===== src/design/ilst_pkg.sv =====
// ----------------------------------------------------------------------------
// ilst_pkg
// Shared types and constants for the indexed list store: list capacity,
// operation and status codes, beat structs and the per-cell control bundle.
// ----------------------------------------------------------------------------
package ilst_pkg;

	localparam int DEPTH  = 256;
	localparam int WORD_W = 32;
	localparam int LEN_W  = 9;
	localparam int CNT_W  = $clog2(DEPTH + 1);
	// index width covers both the count and the 9-bit position field
	localparam int IDX_W  = (CNT_W > LEN_W) ? CNT_W : LEN_W;
	localparam int GRP    = 16;
	localparam int NGRP   = (DEPTH + GRP - 1) / GRP;

	localparam logic [IDX_W-1:0] DEPTH_I = IDX_W'(DEPTH);

	localparam logic [2:0] OP_PUSH   = 3'd0;
	localparam logic [2:0] OP_POP    = 3'd1;
	localparam logic [2:0] OP_INSERT = 3'd2;
	localparam logic [2:0] OP_ERASE  = 3'd3;
	localparam logic [2:0] OP_READ   = 3'd4;
	localparam logic [2:0] OP_CLEAR  = 3'd5;
	localparam logic [2:0] OP_RESIZE = 3'd6;

	localparam logic [1:0] ST_OK    = 2'd0;
	localparam logic [1:0] ST_EMPTY = 2'd1;
	localparam logic [1:0] ST_RANGE = 2'd2;
	localparam logic [1:0] ST_FULL  = 2'd3;

	typedef struct packed {
		logic [2:0]               kind;
		logic [LEN_W-1:0]         position;
		logic signed [WORD_W-1:0] value;
	} req_t;

	typedef struct packed {
		logic signed [WORD_W-1:0] read_value;
		logic [LEN_W-1:0]         length;
		logic [1:0]               status;
	} rsp_t;

	typedef struct packed {
		logic              push;
		logic              insert;
		logic              erase;
		logic              resize;
		logic [IDX_W-1:0]  pos;
		logic [IDX_W-1:0]  count;
		logic [WORD_W-1:0] word;
	} cell_ctrl_t;

endpackage


===== src/design/ilst_cell.sv =====
// ----------------------------------------------------------------------------
// ilst_cell
// One list slot. Holds a word, takes it from the left or right neighbor when
// the list shifts, loads the incoming word, and taps its word for reads.
// ----------------------------------------------------------------------------
module ilst_cell import ilst_pkg::*; (
	input  logic              clk,
	input  logic [IDX_W-1:0]  idx,
	input  cell_ctrl_t        ctrl,
	input  logic [WORD_W-1:0] left,
	input  logic [WORD_W-1:0] right,
	output logic [WORD_W-1:0] word_q,
	output logic [WORD_W-1:0] tap
);

	logic [WORD_W-1:0] word_d;
	logic [IDX_W:0]    idx_inc;

	assign idx_inc = {1'b0, idx} + (IDX_W+1)'(1);

	always_comb begin
		word_d = word_q;
		if (ctrl.push && idx == ctrl.count) begin
			word_d = ctrl.word;
		end else if (ctrl.insert) begin
			if (idx == ctrl.pos) begin
				word_d = ctrl.word;
			end else if (idx > ctrl.pos && idx <= ctrl.count) begin
				word_d = left;
			end
		end else if (ctrl.erase) begin
			// shift down everything above the erased slot
			if (idx >= ctrl.pos && idx_inc < {1'b0, ctrl.count}) begin
				word_d = right;
			end
		end else if (ctrl.resize && idx >= ctrl.count && idx < ctrl.pos) begin
			word_d = ctrl.word;
		end
	end

	always_ff @(posedge clk) begin
		word_q <= word_d;
	end

	assign tap = (idx == ctrl.pos) ? word_q : '0;

endmodule


===== config.mk =====
export PLATFORM = sky130hd
export DESIGN_NAME = ilst_cell
export DESIGN_NICKNAME = d
export VERILOG_FILES = /design/src/design/ilst_pkg.sv /design/src/design/ilst_cell.sv
export SDC_FILE = /design/constraint.sdc
export NUM_CORES = 1
export LEC_CHECK = 0
export BUFFER_PORTS_ARGS = -buffer_cell sky130_fd_sc_hd__buf_4
export CORE_MARGIN = 2
export CORE_UTILIZATION = 44
export CTS_CLUSTER_SIZE = 8
export DETAILED_ROUTE_END_ITERATION = 12
export GPL_ROUTABILITY_DRIVEN = 0
export PLACE_DENSITY = 0.87
export SLEW_MARGIN = 20
export SYNTH_ARGS = -nofsm -noshare
export SYNTH_HDL_FRONTEND = slang
export SYNTH_SLANG_ARGS = --single-unit

===== constraint.sdc =====
create_clock -name clk -period 10.7 [get_ports clk]
set_input_delay 1.07 -clock clk [delete_from_list [all_inputs] [get_ports clk]]
set_output_delay 1.07 -clock clk [all_outputs]
set_load 0.005 [all_outputs]

==> flow_summary.toml, run 1 <==
[run_status]
status = "finished, final reports clean"

[finish]
drive_above_1_share = 0.460
finalNonFillerCells = 520
fillerInstances = 429
area_growth_pct = 62.1
n_antenna_cell = 0
largest-register = "word_q"
multi_input_area_sq_um = 1330
final-seq-area_sq_um = 961
reg_top3 = "word_q (32)"
nNetsFinal = 603
largest_register_ff_count = 32

[clock_tree]
cts.path.max_buffers = 2
cts.clk_slew.worst_paths_ps = 70
tritoncts = "yes"
cts_resized = 0
hold_buffers = 0
post_cts_buffers = 0
cts_root_buf = "clkbuf_8"
clock-sinks = 32
cts_htree_levels = 2
cts_buffers = 5

[critical_path]
cp-start-kind = "primary input"
crit_path_top_delay_cell = "a221oi_4"
path_delay_family = "compound AO/OA/AOI/OAI gates"
crit_type = "primary input to flop"
cp_num_cells = 13
critPathRequiredTime_ps = 10660
setup.worst_path.end_class = "flop"
cp_cell_sequence = "buf_4 > ha_1 > nand3_1 > or3_1 > xnor2_1 > ha_1 > a211o_1 > a21oi_1 > a31oi_1 > o31ai_1 > mux2i_1 > a221oi_4 > buf_4"
critPathMaxStageDelay_ps = 650
cp_num_buf_inv = 2
cp_max_fo = 20
crit_arrival_ps = 4310

[synth]
synth_edf_count = 32
synth_cells = 260
yosys.area.top_type = "edfxtp_1"
yosysSeqAreaShare = 0.375
syn_nets = 416
synth_common_cells = "55 x inv_1, 33 x and2_1, 32 x a222oi_1, 32 x edfxtp_1, 28 x ha_1"
synth_cell_types = 35
yosys_warnings = 0
synth_top_area_share = 0.375
synth_ff_type = "edfxtp_1"
synth_most_common_cell = "inv_1"
synth.avg_cell_area_sq_um = 9.85
synth_area_leaders = "edfxtp_1 38%, ha_1 14%, a222oi_1 13%"
synthArstFlopShare = 0
synth_area_sq_um = 2560
synth_seq_cells = 32

[global_route]
track_usage = 0.263
antenna_found_initial = 0
gr-total-overflow = 0
grt_max_degree = 36
grt_pass1_vias = 2774
grt_pass1_wl_um = 13200

[die]
die_h_um = 80.3
ioPinCount = 192
die-area_sq_um = 6450
fp.coreArea_sq_um = 5570
row_count = 27
die_x_um = 80.3
start_util = 0.459

[sta]
finalHoldViolations = 0
finalCriticalPeriod_ps = 4350
slew_headroom = 0.278
worst_pin_slew_ps = 1080
fmax_ghz = 0.230
setup_violations = 0
fin_crit_sh = 0.407
setup_tns_ps = 0
drv_slew = 0
rsz0062_at_grt = "false"

[hold_path]
hold_path_class = "primary input to flop"
hold_depth = 3
holdPathEnd = "word_q[5]"
hold_start = "right[5]"

[power]
finalPower_uw = 422
p_leak_uw = 0.00216
power_density_nw_per_um2 = 102
ir_drop_mv = 0.0881

[detailed_routing]
wl_um = 9060
drt_pass1_iterations = 8
ant_nets = 0
vias_per_cell = 5.47
via_count = 2842
drc = 0
drtIter0Drc = 257
wl_per_cell_um = 17.4

[place]
hpwl_um = 7420
portBuffers = 191
place_inst = 512

[run]
cap_viol_max_count = 0
## kinds of logic (layout without fill, tap and decap cells)
| logic type | count (synthesis) | count (layout) | share of synthesized area |
|---|---|---|---|
| muxes | 1 | 1 | 0.00391 |
| AOI/OAI and AO/OA | 61 | 61 | 0.199 |
| xor gates and xnor gates | 7 | 7 | 0.0239 |
| and+or+nand+nor | 62 | 62 | 0.147 |
| buffers and inverters | 69 | 257 | 0.114 |
| adders and majority gates | 28 | 28 | 0.137 |
| DFF | 32 | 32 | 0.375 |
## report_power, final
group	switching, uW	internal [uW]	total (uW)	leakage [uW]
combinational	59.4	75.9	135	0.00182
clock	43.9	68.8	113	0.0000541
sequential	10.1	163	173	0.000293
total	113	308	422	0.00216
## per-layer routing
metal | routed length [um] | track usage | vias to the layer above
met5 | 0 | 0 | -
met2 | 4950 | 0.490 | 144
met3 | 681 | 0.0461 | 16
met1 | 3250 | 0.303 | 1337
met4 | 183 | 0.0780 | 0
li1 | - | - | 1345
## cell usage in the layout, fill, tap and decap left out, types with 2 or more instances in the layout
cell,count
o21ai_0,5
nand4_1,3
nand2_1,6
inv_1,55
xor2_1,2
nand3_1,6
a31oi_1,3
clkbuf_8,5
a21oi_1,6
xnor2_1,5
ha_1,28
nor2_1,4
edfxtp_1,32
buf_4,194
nor3_1,2
a21o_1,5
a222oi_1,32
and2_1,32
a211oi_1,4
## worst max-delay path by stage
stage | start | endpoint | slack, ps
after floorplan | idx[0] | word_q[0] | 4900
after global placement | idx[1] | word_q[2] | 6260
after detailed placement | idx[0] | word_q[3] | 6090
after CTS | idx[0] | word_q[7] | 6390
after global routing | idx[0] | word_q[0] | 6160
final | idx[0] | word_q[9] | 6350
## layout make-up
class                   count  share of cell area
clock inverters             3              0.0102
inverters                  55              0.0497
well taps                  72              0.0217
clock buffers               5              0.0166
multi-input cells         159               0.319
flip-flops and latches     32               0.231
repair buffers            194               0.351
## metrics by stage
stage                     utilization  worst slack [ps]  hold slack (ps)  area [sq um]
after global routing            0.745              6160             1070          4150
after detailed placement        0.725              6090             1350          4040
after floorplan                     -              4900             1260          2560
final                           0.745              6350             1060          4150
after global placement          0.725              6260             1350          4040
after CTS                       0.745              6390             1060          4150
(Power assumes the default switching activity.)
==> run 2: changes to the inputs <==
--- a/config.mk
+++ b/config.mk
@@ -5,13 +5,14 @@
 export SDC_FILE = /design/constraint.sdc
 export NUM_CORES = 1
 export LEC_CHECK = 0
+export ABC_AREA = 1
 export BUFFER_PORTS_ARGS = -buffer_cell sky130_fd_sc_hd__buf_4
 export CORE_MARGIN = 2
-export CORE_UTILIZATION = 44
+export CORE_UTILIZATION = 43
 export CTS_CLUSTER_SIZE = 8
 export DETAILED_ROUTE_END_ITERATION = 12
 export GPL_ROUTABILITY_DRIVEN = 0
-export PLACE_DENSITY = 0.87
+export PLACE_DENSITY = 0.82
 export SLEW_MARGIN = 20
 export SYNTH_ARGS = -nofsm -noshare
 export SYNTH_HDL_FRONTEND = slang
==> constraint.sdc (replaced) <==
create_clock -name clk -period 4.4 [get_ports clk]
set_input_delay 0.44 -clock clk [delete_from_list [all_inputs] [get_ports clk]]
set_output_delay 0.44 -clock clk [all_outputs]
set_load 0.005 [all_outputs]
==> flow_summary.toml, run 2 <==
[detailed_routing]
vias_per_cell = 4.89
wl_um = 9390
wl_per_cell_um = 13.8
drc = 0
drtIter0Drc = 168
via_count = 3317
drt_pass1_iterations = 5
ant_nets = 0

[power]
power_density_nw_per_um2 = 240
ir_drop_mv = 0.177
p_leak_uw = 0.00252

[clock_tree]
cts_buffers = 5
hold_buffers = 0
cts_htree_levels = 2
cts_root_buf = "clkbuf_8"
cts.clk_slew.worst_paths_ps = 70
clock-sinks = 32
cts.path.max_buffers = 2
post_cts_buffers = 0
tritoncts = "yes"
cts_resized = 0

[die]
fp.coreArea_sq_um = 6680
start_util = 0.438
ioPinCount = 192
die-area_sq_um = 7480
die_h_um = 86.5
row_count = 30
die_x_um = 86.5

[critical_path]
crit_type = "primary input to flop"
cp_max_fo = 36
cp-start-kind = "primary input"
crit_arrival_ps = 2960
critPathRequiredTime_ps = 4300
setup.worst_path.end_class = "flop"

[synth]
synth_most_common_cell = "nand2_1"
synth_common_cells = "115 x nand2_1, 72 x inv_1, 72 x nand3_1"
yosysSeqAreaShare = 0.329
synth_area_sq_um = 2920
synth_cell_types = 24
synth.avg_cell_area_sq_um = 7.05
synthArstFlopShare = 0
yosys_warnings = 0
synth_edf_count = 32
synth_cells = 415
syn_nets = 571
synth_top_area_share = 0.329
yosys.area.top_type = "edfxtp_1"
synth_seq_cells = 32
synth_ff_type = "edfxtp_1"
synth_area_leaders = "edfxtp_1 33%, nand2_1 15%, nand3_1 12%"

[global_route]
antenna_found_initial = 0
grt_pass1_wl_um = 14700
grt_max_degree = 37
gr-total-overflow = 0
track_usage = 0.249
grt_pass1_vias = 3194

[finish]
area_growth_pct = 51.7
final_core_util = 0.664
largest-register = "word_q"
largest_register_ff_count = 32
nNetsFinal = 754
reg_top3 = "word_q (32)"
final_cell_mix = "192 x buf_4, 115 x nand2_1, 72 x inv_1, 72 x nand3_1, 50 x nor2_1"
fillerInstances = 586
n_antenna_cell = 0
layout_commonest_cell = "buf_4"
drive_above_1_share = 0.347

[run_status]
status = "finished, final reports clean"

[sta]
setup_violations = 0
slew_headroom = 0.410
drv_slew = 0
finalHoldViolations = 0
fin_crit_sh = 0.694
worst_pin_slew_ps = 883
setup_tns_ps = 0
rsz0062_at_grt = "false"
fmax_ghz = 0.328
finalCriticalPeriod_ps = 3050

[hold_path]
hold_depth = 3
hold_path_class = "primary input to flop"
holdPathEnd = "word_q[25]"
hold_start = "ctrl[25]"

[run]
cap_viol_max_count = 0

[place]
hpwl_um = 7540
portBuffers = 191
[run 2: cell types whose count changed after synthesis, sizes merged, moves of 4 or more]
cell and delta:
a211oi -4, a222oi -32, and2 -33, buf +9, clkbuf -7, inv +19, nand2 +110, nand3 +67
nor2 +48, o21ai -5
[run 2: critical path, cell delays in order]
cell and delay [ps]:
buf_4 130, ha_1 300, nand2_1 70, nor2_1 160
nand3_2 580, nand2_1 260, inv_1 50, nand2_1 70
nand2_1 50, nand2_1 50, nand2_1 90, nor2_4 700
[run 2: metal layers]
| layer | share of wire | GRT usage | up-vias | routed length (um) |
|---|---|---|---|---|
| met3 | 0.070 | 0.0505 | 16 | 654 |
| met2 | 0.51 | 0.442 | 128 | 4760 |
| met4 | 0.017 | 0.0597 | 0 | 156 |
| met1 | 0.41 | 0.309 | 1490 | 3820 |
| li1 | - | - | 1683 | - |
| met5 | 0 | 0 | - | 0 |
[run 2: through the flow]
step	hold slack (ps)	instances	area [sq um]	power, uW	setup WS [ps]
after global routing	440	679	4440	1130	1060
after CTS	433	679	4440	1070	1340
after floorplan	643	415	2920	584	927
after detailed placement	731	671	4330	796	1050
after global placement	729	671	4330	785	1130
final	442	679	4440	1060	1350
[run 2: cell families (layout without fill, tap and decap cells)]
| kind of cell | count (synthesis) | count (layout) | synth area share |
|---|---|---|---|
| buffers and inverters | 90 | 274 | 0.144 |
| adder cells (fa/ha/maj) | 28 | 28 | 0.120 |
| XOR/XNOR | 5 | 5 | 0.0150 |
| AND/OR/NAND/NOR | 249 | 249 | 0.371 |
| flip-flops | 32 | 32 | 0.329 |
| AO/OA/AOI/OAI | 11 | 11 | 0.0214 |
[run 2: layout make-up]
| type | count | area, sq um | share of cell area |
|---|---|---|---|
| inverters | 74 | 278 | 0.0626 |
| repair buffers | 192 | 1440 | 0.325 |
| clock buffers | 6 | 72.6 | 0.0164 |
| well taps | 80 | 100 | 0.0226 |
| clock inverters | 2 | 35.0 | 0.00790 |
| multi-input cells | 293 | 1550 | 0.349 |
| flip-flops and latches | 32 | 961 | 0.217 |
[run 2: power by group]
part | switching [uW] | leakage, uW | internal [uW]
clock | 106 | 0.0000552 | 168
combinational | 163 | 0.00216 | 188
sequential | 34.1 | 0.000304 | 404
total | 303 | 0.00252 | 760
[run 2: worst max path at each step]
stage	slack [ps]	startpoint	end	cells past startpoint
2_1_floorplan	930	idx[0]	word_q[0]	16
3_3_place_gp	1130	idx[4]	word_q[10]	12
3_5_place_dp	1050	idx[2]	word_q[4]	12
4_1_cts	1340	idx[2]	word_q[13]	12
5_1_grt	1060	idx[2]	word_q[28]	12
6_report	1350	idx[4]	word_q[13]	12
==> run 3: changes to the inputs <==
--- a/config.mk
+++ b/config.mk
@@ -5,14 +5,14 @@
 export SDC_FILE = /design/constraint.sdc
 export NUM_CORES = 1
 export LEC_CHECK = 0
-export ABC_AREA = 1
+export ABC_AREA = 0
 export BUFFER_PORTS_ARGS = -buffer_cell sky130_fd_sc_hd__buf_4
 export CORE_MARGIN = 2
-export CORE_UTILIZATION = 43
+export CORE_UTILIZATION = 37
 export CTS_CLUSTER_SIZE = 8
 export DETAILED_ROUTE_END_ITERATION = 12
 export GPL_ROUTABILITY_DRIVEN = 0
-export PLACE_DENSITY = 0.82
+export PLACE_DENSITY = 0.78
 export SLEW_MARGIN = 20
 export SYNTH_ARGS = -nofsm -noshare
 export SYNTH_HDL_FRONTEND = slang
==> constraint.sdc (replaced) <==
create_clock -name clk -period 2.6 [get_ports clk]
set_input_delay 0.26 -clock clk [delete_from_list [all_inputs] [get_ports clk]]
set_output_delay 0.26 -clock clk [all_outputs]
set_load 0.005 [all_outputs]
==> flow_summary.toml, run 3 (synthesis gave the netlist of run 1 again) <==
[run_status]
status = "finished, violations left"
violations = "setup timing"

[place]
placed_area_sq_um = 4240
portBuffers = 191
hpwl_um = 6940

[sta]
setup_tns_ps = -5300
worst_hold_slack_ps = 263
finalWorstSetupSlack_ps = -177
rsz0062_at_grt = "true"
setup_violations = 32
finalHoldViolations = 0
fmax_ghz = 0.360
worst_pin_slew_ps = 368
slew_headroom = 0.751
fin_crit_sh = 1.07
finalCriticalPeriod_ps = 2780
drv_slew = 0

[clock_tree]
cts_htree_levels = 2
cts_root_buf = "clkbuf_8"
cts.path.max_buffers = 2
cts_buffers = 5
tritoncts = "yes"
cts.clk_slew.worst_paths_ps = 70
clock-sinks = 32

[die]
die-area_sq_um = 7600
ioPinCount = 192
die_h_um = 87.2
die_x_um = 87.2
fp.coreArea_sq_um = 6760
start_util = 0.379
row_count = 30

[hold_path]
holdPathEnd = "word_q[5]"
hold_depth = 3
hold_start = "right[5]"
hold_path_class = "primary input to flop"

[finish]
largest_register_ff_count = 32
final_core_util = 0.663
drive_above_1_share = 0.507
nNetsFinal = 634
area_growth_pct = 75.0
final_cell_mix = "218 x buf_4, 55 x inv_1, 33 x and2_1"
layout_commonest_cell = "buf_4"
design_area_sq_um = 4480
fillerInstances = 565
multi_input_area_sq_um = 1370
largest-register = "word_q"
final-seq-area_sq_um = 961
n_antenna_cell = 0
reg_top3 = "word_q (32)"

[global_route]
grt_pass1_wl_um = 13100
grt_max_degree = 26
grt_pass1_vias = 2834
antenna_found_initial = 0
track_usage = 0.219
gr-total-overflow = 0

[power]
ir_drop_mv = 0.187
power_density_nw_per_um2 = 399
finalPower_uw = 1790
p_leak_uw = 0.00233

[critical_path]
critPathRequiredTime_ps = 2590
cp_max_fo = 8
cp-startpoint = "idx[4]"
setup.worst_path.end_class = "flop"
crit_type = "primary input to flop"
crit_arrival_ps = 2770
cp-start-kind = "primary input"

[detailed_routing]
drc = 0
wl_per_cell_um = 15.5
wl_um = 8660
ant_nets = 0
vias_per_cell = 5.20
drtIter0Drc = 221
drt_pass1_iterations = 8
via_count = 2909

[run]
cap_viol_max_count = 0
[run 3: cell count changes in the layout (fill, tap and decap cells not counted), moves of 4 or more]
cell and delta:
buf_4 +26, nand2_1 -109, a211oi_1 +4, a222oi_1 +32, and2_1 +33, nor2_1 -47
buf_8 +5, nand3_1 -68, inv_1 -17, o21ai_0 +4
[run 3: worst max-delay path: stages]
cell and delay [ps]:
buf_4 100, and3_4 190, nand3_4 70, nor2_2 90, xor2_1 140, ha_1 280
buf_4 150, buf_4 120, o21a_1 100, o21ai_1 120, a31oi_1 50, o31ai_1 300
mux2i_1 180, a221oi_4 320, buf_6 170, buf_8 130
[run 3: timing repair]
| action | CTS | global route |
|---|---|---|
| resized for setup | 16 | 4 |
| hold buffers | 0 | 0 |
| hold endpoints to repair | 0 | 0 |
| endpoints found under the setup margin | 32 | 32 |
| pin swaps | 6 | 5 |
| setup buffers | 5 | 2 |
| cloned | 2 | 0 |
[run 3: per-layer routing]
metal,vias up,track usage,part of all wire
met5,-,0,0
met4,0,0.0587,0.0053
met3,6,0.0483,0.081
met2,142,0.397,0.52
met1,1355,0.261,0.39
li1,1406,-,-
[run 3: layout make-up]
type	instances	area share
sequential	32	0.214
tap	80	0.0223
clock inverter	3	0.00949
multi-input combinational	159	0.305
timing repair buffer	225	0.387
clock buffer	5	0.0154
inverter	55	0.0461
[run 3: worst max-delay path by stage]
stage	end	cells after the start
floorplan	word_q[0]	11
global placement	word_q[3]	13
detailed placement	word_q[4]	13
CTS	word_q[31]	14
global route	word_q[31]	14
finish	word_q[31]	16
[run 3: power breakdown]
| group | switching, uW | internal, uW | total, uW |
|---|---|---|---|
| clock network | 179 | 283 | 462 |
| registers | 37.9 | 672 | 710 |
| logic | 251 | 366 | 617 |
[run 3: metrics by stage]
step	std cells	setup WS [ps]
5_1_grt	559	-325
6_report	559	-177
3_3_place_gp	543	-471
4_1_cts	558	-155
3_5_place_dp	543	-593
2_1_floorplan	260	-731
